===== src/hdl/dxt_single_color_endpoint_search_assert.svh =====
// assertion macros shared by the endpoint search modules
`ifndef DXT_SINGLE_COLOR_ENDPOINT_SEARCH_ASSERT_SVH
`define DXT_SINGLE_COLOR_ENDPOINT_SEARCH_ASSERT_SVH

// same-cycle implication, checked outside reset
`define DXTSC_ASSERT_IMP(label, clk, rst_n, ante, cons) \
	label: assert property (@(posedge clk) disable iff (!(rst_n)) (ante) |-> (cons)) \
		else $error("dxtsc same-cycle check failed");

// next-cycle implication, checked outside reset
`define DXTSC_ASSERT_NXT(label, clk, rst_n, ante, cons) \
	label: assert property (@(posedge clk) disable iff (!(rst_n)) (ante) |=> (cons)) \
		else $error("dxtsc next-cycle check failed");

`endif


===== src/hdl/dxtsc_pkg.sv =====
package dxtsc_pkg;

	localparam int unsigned TARGET_W = 8;
	localparam int unsigned CODE_W   = 6;
	localparam int unsigned CFG_W    = 3;
	localparam int unsigned ERR_W    = 15;
	localparam int unsigned SUM_W    = 10;
	localparam int unsigned PROD_W   = 20;

	localparam logic [ERR_W-1:0] ERR_START = ERR_W'(256 * 100);
	localparam logic [6:0] ERR_INTERP_WEIGHT = 7'd100;
	localparam logic [1:0] ERR_SPREAD_WEIGHT = 2'd3;

	// floor(x/3) == (x*683)>>11 for every x up to 765
	localparam logic [SUM_W-1:0] RECIP_3     = SUM_W'(683);
	localparam int unsigned      RECIP_SHIFT = 11;

	localparam logic [CFG_W-1:0] ENDPOINT_BITS_RESET = CFG_W'(5);
	localparam logic [CFG_W-1:0] ENDPOINT_BITS_WIDE  = CFG_W'(6);

	localparam logic [CODE_W-1:0] CODE_MAX_NARROW = CODE_W'(31);
	localparam logic [CODE_W-1:0] CODE_MAX_WIDE   = CODE_W'(63);

	// controller to datapath
	typedef struct packed {
		logic start;
		logic run;
		logic load_out;
	} dxtsc_cmd_t;

	// datapath to controller
	typedef struct packed {
		logic last_pair;
		logic pipe_busy;
		logic out_free;
	} dxtsc_sts_t;

	// bit-replicated expansion of a 5-bit or 6-bit code to 8 bits
	function automatic logic [TARGET_W-1:0] expand_code(input logic [CODE_W-1:0] c,
			input logic wide);
		logic [TARGET_W-1:0] e;
		if (wide) begin
			e = {c, c[5:4]};
		end else begin
			e = {c[4:0], c[4:2]};
		end
		return e;
	endfunction

endpackage


===== src/hdl/dxtsc_ctrl.sv =====
`include "dxt_single_color_endpoint_search_assert.svh"

module dxtsc_ctrl
	import dxtsc_pkg::*;
(
	input  logic       clk,
	input  logic       arst_n,
	input  logic       in_valid,
	output logic       in_ready,
	input  dxtsc_sts_t sts,
	output dxtsc_cmd_t cmd
);

	typedef enum logic [1:0] {
		ST_IDLE,
		ST_SCAN,
		ST_DRAIN
	} state_t;

	state_t state_q;

	// command decode
	always_comb begin
		cmd = '0;
		in_ready = 1'b0;
		unique case (state_q)
			ST_IDLE: begin
				in_ready  = 1'b1;
				cmd.start = in_valid;
			end
			ST_SCAN: begin
				cmd.run = 1'b1;
			end
			ST_DRAIN: begin
				cmd.load_out = !sts.pipe_busy && sts.out_free;
			end
			default: begin
				cmd = '0;
			end
		endcase
	end

	// state register
	always_ff @(posedge clk or negedge arst_n) begin
		if (!arst_n) begin
			state_q <= ST_IDLE;
		end else begin
			unique case (state_q)
				ST_IDLE: begin
					if (in_valid) state_q <= ST_SCAN;
				end
				ST_SCAN: begin
					if (sts.last_pair) state_q <= ST_DRAIN;
				end
				ST_DRAIN: begin
					if (!sts.pipe_busy && sts.out_free) state_q <= ST_IDLE;
				end
				default: begin
					state_q <= ST_IDLE;
				end
			endcase
		end
	end

	// a started transaction always goes into the scan
	`DXTSC_ASSERT_NXT(a_start_scan, clk, arst_n, cmd.start, state_q == ST_SCAN)

endmodule


===== src/hdl/dxtsc_dpath.sv =====
`include "dxt_single_color_endpoint_search_assert.svh"

module dxtsc_dpath
	import dxtsc_pkg::*;
(
	input  logic                clk,
	input  logic                arst_n,
	input  dxtsc_cmd_t          cmd,
	output dxtsc_sts_t          sts,
	input  logic                cfg_write_en,
	input  logic [CFG_W-1:0]    cfg_write_data,
	input  logic [TARGET_W-1:0] target_value,
	output logic                out_valid,
	input  logic                out_ready,
	output logic [CODE_W-1:0]   high_endpoint,
	output logic [CODE_W-1:0]   low_endpoint
);

	logic [CFG_W-1:0]    endpoint_bits_q;
	logic [TARGET_W-1:0] target_q;
	logic                wide_q;
	logic [CODE_W-1:0]   lo_q, hi_q;
	logic [CODE_W-1:0]   code_max;

	logic                valid_s1, valid_s2;
	logic [TARGET_W-1:0] interp_s1;
	logic [CODE_W-1:0]   spread_s1;
	logic [CODE_W-1:0]   lo_s1, hi_s1, lo_s2, hi_s2;
	logic [ERR_W-1:0]    err_s2;

	logic [ERR_W-1:0]    best_err_q;
	logic [CODE_W-1:0]   best_lo_q, best_hi_q;
	logic                out_valid_q;
	logic [CODE_W-1:0]   out_hi_q, out_lo_q;

	logic [TARGET_W-1:0] e_hi, e_lo;
	logic [SUM_W-1:0]    sum;
	logic [PROD_W-1:0]   prod;
	logic [CODE_W-1:0]   spread;
	logic [TARGET_W-1:0] interp_diff;
	logic [ERR_W-1:0]    err;

	// configuration register
	always_ff @(posedge clk or negedge arst_n) begin
		if (!arst_n) begin
			endpoint_bits_q <= ENDPOINT_BITS_RESET;
		end else if (cfg_write_en) begin
			endpoint_bits_q <= cfg_write_data;
		end
	end

	// pair counters, low code outer and high code inner
	assign code_max = wide_q ? CODE_MAX_WIDE : CODE_MAX_NARROW;

	always_ff @(posedge clk or negedge arst_n) begin
		if (!arst_n) begin
			lo_q <= '0;
			hi_q <= '0;
		end else if (cmd.start) begin
			lo_q <= '0;
			hi_q <= '0;
		end else if (cmd.run) begin
			if (hi_q == code_max) begin
				hi_q <= '0;
				lo_q <= lo_q + CODE_W'(1);
			end else begin
				hi_q <= hi_q + CODE_W'(1);
			end
		end
	end

	// target and code width captured with the transaction
	always_ff @(posedge clk) begin
		if (cmd.start) begin
			target_q <= target_value;
			wide_q   <= (endpoint_bits_q >= ENDPOINT_BITS_WIDE);
		end
	end

	// stage 1: expand, interpolate, spread
	always_comb begin
		e_hi   = expand_code(hi_q, wide_q);
		e_lo   = expand_code(lo_q, wide_q);
		sum    = {1'b0, e_hi, 1'b0} + {2'b00, e_lo};
		prod   = PROD_W'(sum) * PROD_W'(RECIP_3);
		spread = (hi_q > lo_q) ? (hi_q - lo_q) : (lo_q - hi_q);
	end

	always_ff @(posedge clk) begin
		interp_s1 <= prod[RECIP_SHIFT +: TARGET_W];
		spread_s1 <= spread;
		lo_s1     <= lo_q;
		hi_s1     <= hi_q;
	end

	// stage 2: weighted error
	always_comb begin
		interp_diff = (interp_s1 > target_q) ? (interp_s1 - target_q) : (target_q - interp_s1);
		err  = ERR_W'(interp_diff) * ERR_W'(ERR_INTERP_WEIGHT)
			+ ERR_W'(spread_s1) * ERR_W'(ERR_SPREAD_WEIGHT);
	end

	always_ff @(posedge clk) begin
		err_s2 <= err;
		lo_s2  <= lo_s1;
		hi_s2  <= hi_s1;
	end

	// stage valids
	always_ff @(posedge clk or negedge arst_n) begin
		if (!arst_n) begin
			valid_s1 <= 1'b0;
			valid_s2 <= 1'b0;
		end else begin
			valid_s1 <= cmd.run;
			valid_s2 <= valid_s1;
		end
	end

	// running minimum, first strict minimum wins
	always_ff @(posedge clk or negedge arst_n) begin
		if (!arst_n) begin
			best_err_q <= ERR_START;
			best_lo_q  <= '0;
			best_hi_q  <= '0;
		end else if (cmd.start) begin
			best_err_q <= ERR_START;
			best_lo_q  <= '0;
			best_hi_q  <= '0;
		end else if (valid_s2 && (err_s2 < best_err_q)) begin
			best_err_q <= err_s2;
			best_lo_q  <= lo_s2;
			best_hi_q  <= hi_s2;
		end
	end

	// result register
	always_ff @(posedge clk or negedge arst_n) begin
		if (!arst_n) begin
			out_valid_q <= 1'b0;
		end else if (cmd.load_out) begin
			out_valid_q <= 1'b1;
		end else if (out_ready) begin
			out_valid_q <= 1'b0;
		end
	end

	always_ff @(posedge clk) begin
		if (cmd.load_out) begin
			out_hi_q <= best_hi_q;
			out_lo_q <= best_lo_q;
		end
	end

	assign out_valid     = out_valid_q;
	assign high_endpoint = out_hi_q;
	assign low_endpoint  = out_lo_q;

	// status
	assign sts.last_pair = (hi_q == code_max) && (lo_q == code_max);
	assign sts.pipe_busy = valid_s1 || valid_s2;
	assign sts.out_free  = !out_valid_q || out_ready;

	`DXTSC_ASSERT_IMP(a_best_bounded, clk, arst_n, 1'b1, best_err_q <= ERR_START)
	`DXTSC_ASSERT_IMP(a_load_drained, clk, arst_n, cmd.load_out, !valid_s1 && !valid_s2)
	`DXTSC_ASSERT_NXT(a_run_feeds, clk, arst_n, cmd.run, valid_s1)

endmodule


===== src/hdl/dxt_single_color_endpoint_search.sv =====
// operation: from the accepting edge, every endpoint pair is searched (32*32 pairs for 5-bit codes or
// 64*64 for 6-bit codes); the result also waits for any result still held in the output register
// scan: one endpoint pair per cycle from the pair counter, then two error pipeline stages and
// the result load; a new target is accepted only once the controller is idle again
// reset: arst_n clears control state and sets endpoint_bits to 5; no result is pending
module dxt_single_color_endpoint_search
	import dxtsc_pkg::*;
(
	input  logic                clk,
	input  logic                arst_n,
	input  logic                cfg_write_en,
	input  logic [CFG_W-1:0]    cfg_write_data,
	input  logic                in_valid,
	output logic                in_ready,
	input  logic [TARGET_W-1:0] target_value,
	output logic                out_valid,
	input  logic                out_ready,
	output logic [CODE_W-1:0]   high_endpoint,
	output logic [CODE_W-1:0]   low_endpoint
);

	dxtsc_cmd_t cmd;
	dxtsc_sts_t sts;

	// sequencer
	dxtsc_ctrl u_ctrl (
		.clk      (clk),
		.arst_n   (arst_n),
		.in_valid (in_valid),
		.in_ready (in_ready),
		.sts      (sts),
		.cmd      (cmd)
	);

	// search datapath
	dxtsc_dpath u_dpath (
		.clk            (clk),
		.arst_n         (arst_n),
		.cmd            (cmd),
		.sts            (sts),
		.cfg_write_en   (cfg_write_en),
		.cfg_write_data (cfg_write_data),
		.target_value   (target_value),
		.out_valid      (out_valid),
		.out_ready      (out_ready),
		.high_endpoint  (high_endpoint),
		.low_endpoint   (low_endpoint)
	);

endmodule

===== config.mk =====
export PLATFORM = sky130hd
export DESIGN_NAME = dxt_single_color_endpoint_search
export DESIGN_NICKNAME = d
export VERILOG_FILES = /design/src/hdl/dxtsc_pkg.sv /design/src/hdl/dxtsc_ctrl.sv /design/src/hdl/dxtsc_dpath.sv /design/src/hdl/dxt_single_color_endpoint_search.sv
export VERILOG_INCLUDE_DIRS = /design/src /design/src/hdl
export SDC_FILE = /design/constraint.sdc
export NUM_CORES = 1
export LEC_CHECK = 0
export BUFFER_PORTS_ARGS = -buffer_cell sky130_fd_sc_hd__buf_2
export CAP_MARGIN = 25
export CORE_ASPECT_RATIO = 1.4
export CORE_MARGIN = 10
export CORE_UTILIZATION = 50
export DETAILED_ROUTE_END_ITERATION = 7
export PLACE_DENSITY = 0.67
export SLEW_MARGIN = 15
export SYNTH_ARGS = -nofsm -noshare
export SYNTH_HDL_FRONTEND = slang
export SYNTH_SLANG_ARGS = --single-unit

===== constraint.sdc =====
create_clock -name clk -period 8 [get_ports clk]
set_input_delay 0.4 -clock clk [delete_from_list [all_inputs] [get_ports clk]]
set_output_delay 0.4 -clock clk [all_outputs]
set_load 0.005 [all_outputs]

==> impl_metrics.yaml <==
placement:
  dpl_cell_area_um2: 8820
  dp_hpwl_um: 11900
  place.port_buffers: 28
  place_congestion: 0.854
global_routing:
  grt_start_max_net_pins: 34
  antenna_found_initial: 0
  overflow: 0
  grt_usage_pct: 14.3
  grt_pass1_vias: 5771
  grt_pass1_wl_um: 26000
cells_and_area:
  final_common_cell: "ha_1"
  final_nets: 1059
  final_cell_mix: "ha_1, inv_1, nor2_1"
  drive_above_1_share_pct: 10.9
  final_area_um2: 9480
  nFillCells: 1442
  diodes: 0
  area_growth_pct: 12.8
route:
  top_layer: "met4"
  met2_length_um: 8070
  wl_per_cell_um: 13.8
  drt_iter0_drc: 186
  m1WireLength_um: 6190
  vias_per_cell: 5.15
  dr_wl_met3_um: 366
  drtAntennaViolNets: 0
  drt_pass1_iterations: 5
  post-route-drc-count: 0
  via_count: 5572
  wl_um: 14900
synth:
  netlist_instances: 823
  avgSynthCellArea_um2: 10.2
  syn_nets: 1016
  ys_ff_latch: 120
  ys_types: 68
  synth_area_um2: 8400
  synth_top_flop_cell: "dfxtp_1"
  synthArstFlopShare_pct: 38.3
  yosys_warnings: 0
  yosysSeqAreaShare_pct: 33.9
  synth-edff-count: 21
critical_path:
  critPathCaptureType: "register"
  critPathLaunchType: "register"
  slowest_delay_ps: 760
  cp_data_arrival_time_ps: 7180
  critical_path_class: "reg2reg"
  cpMostUsedCell: "inv_1"
  required_ps: 8340
  path_max_fanout: 24
  crit_slowest_cell: "edfxtp_1"
timing:
  post-route-period-util_pct: 85.5
  period_needed_ps: 6840
  rsz0062_at_grt: "no"
  report.final.setup_viol: 0
  tightest_slew_ps: 642
  maxSlewViolCount: 0
  fin_skew_ps: 6.77
  hold_viol: 0
  tns_ps: 0
  relSlewSlack_pct: 57.2
  fmax_mhz: 146
clocking:
  worstSkewPairLatency_ps: 420
  cts_sinks: 120
  clk_path_buf_depth: 2
  cts_tree: "yes"
  htreeDepth: 4
  root_buffer: "clkbuf_16"
  cts_hold_buf: 1
  path_clk_slew_ps: 60
  ctsResizeCount: 0
  post_cts_buffers: 0
  cts_buffers: 17
floorplanning:
  initial_utilization_pct: 50.6
  core_um2: 16600
  dieArea_um2: 22500
  core.rowCount: 56
  ios: 30
  die_h_um: 173
  die_x_um: 130
worst_hold_path:
  min-delay-path-class: "in2reg"
outcome:
  outcome: "completed"
job:
  cap_violations: 0
## worst paths after layout
| check | from | to | slack, ps | depth (start not counted) |
|---|---|---|---|---|
| setup / recovery | u_dpath.wide_q | u_dpath.interp_s1[7] | 1160 | 26 |
| hold reg to reg | u_dpath.hi_s1[0] | u_dpath.hi_s2[0] | 320 | 0 |
| min in group asynchronous | arst_n | u_dpath.best_hi_q[4] | 450 | 2 |
| hold / removal | target_value[4] | u_dpath.target_q[4] | 160 | 1 |
| max in group asynchronous | arst_n | u_dpath.best_err_q[14] | 6970 | 3 |
| setup reg to reg | u_dpath.wide_q | u_dpath.interp_s1[7] | 1160 | 26 |
## layer usage
layer / up-vias / track usage [%]
li1: 2866 / -
met1: 2622 / 15.8
met2: 61 / 25.9
met3: 23 / 2.69
met4: 0 / 5.64
met5: - / 0
## critical path: cells and delay by family (launching register included)
family                     cells  cell delay [ps]
and+or+nand+nor                2              280
xor gates and xnor gates       2              520
adders and majority gates      8             3030
buffers and inverters          5              340
DFF                            1              760
AOI/OAI and AO/OA              9             1830
## cells in the mapped netlist (all sizes together) (3+ instances only)
cell type,number,area [um^2]
nand2b,12,82.6
fa,34,681
inv,131,492
xor2,19,174
nor2,62,233
nand3,4,20.0
o211ai,5,37.5
mux2,6,67.6
o21ai,29,164
o21bai,5,37.5
nand2,46,173
a211oi,5,37.5
dfrtp,42,1050
dfxtp,53,1060
o31a,3,26.3
and2,6,41.3
buf,4,20.0
a31oi,3,25.0
nor2b,8,50.1
and3,5,31.3
mux2i,33,334
or3,4,25.0
o21a,6,46.3
xnor2,33,289
nor3,3,15.0
ha,143,1790
nand4,11,75.1
dfstp,4,105
clkbuf,5,18.8
a21o,17,128
edfxtp,21,631
o31ai,5,47.5
a21oi,33,188
## per-stage QoR
step / setup slack [ps] / utilization [%] / instances / hold slack [ps]
after floorplan: 1640 / - / 823 / 104
after global placement: 1240 / 52.9 / 1046 / 311
after detailed placement: 1180 / 53.1 / 1048 / 312
after CTS: 1110 / 57.1 / 1081 / 145
after global routing: 700 / 57.1 / 1082 / 147
final: 1160 / 57.1 / 1082 / 160
## sequential cells by signal, indices dropped and copies added, names as in the netlist
signal,flops
u_dpath.err_s2,15
u_dpath.hi_s2,6
u_dpath.hi_s1,6
u_dpath.hi_q,6
u_dpath.best_hi_q,6
u_dpath.spread_s1,6
u_dpath.best_lo_q,6
u_dpath.lo_s1,6
u_dpath.out_valid,1
u_dpath.lo_s2,6
u_ctrl.state_q,2
u_dpath.wide_q,1
u_dpath.target_q,8
u_dpath.high_endpoint,6
u_dpath.best_err_q,15
u_dpath.low_endpoint,6
u_dpath.interp_s1,8
u_dpath.valid_s1,1
u_dpath.lo_q,6
u_dpath.valid_s2,1
u_dpath.endpoint_bits_q,2
## kinds of logic after synthesis
| family | count (synthesis) | share of synthesized area (%) |
|---|---|---|
| adders and majority gates | 177 | 29.4 |
| muxes | 39 | 4.78 |
| AOI/OAI and AO/OA | 126 | 10.5 |
| xor gates and xnor gates | 52 | 5.51 |
| buffers and inverters | 141 | 6.36 |
| and+or+nand+nor | 168 | 9.56 |
| DFF | 120 | 33.9 |
## area by class of cell
type	count	area, um^2	share of cell area, %
Timing Repair Buffer	33	213	2.24
Clock buffer	18	429	4.53
Tap cell	203	254	2.68
Inverter	132	495	5.23
Clock inverter	14	210	2.22
Multi-Input combinational cell	562	5030	53.1
Sequential cell	120	2850	30.0
Power is left out: the tool's default activity adds up to more than one toggle a clock period on the data nets, which glitch-free logic cannot reach.
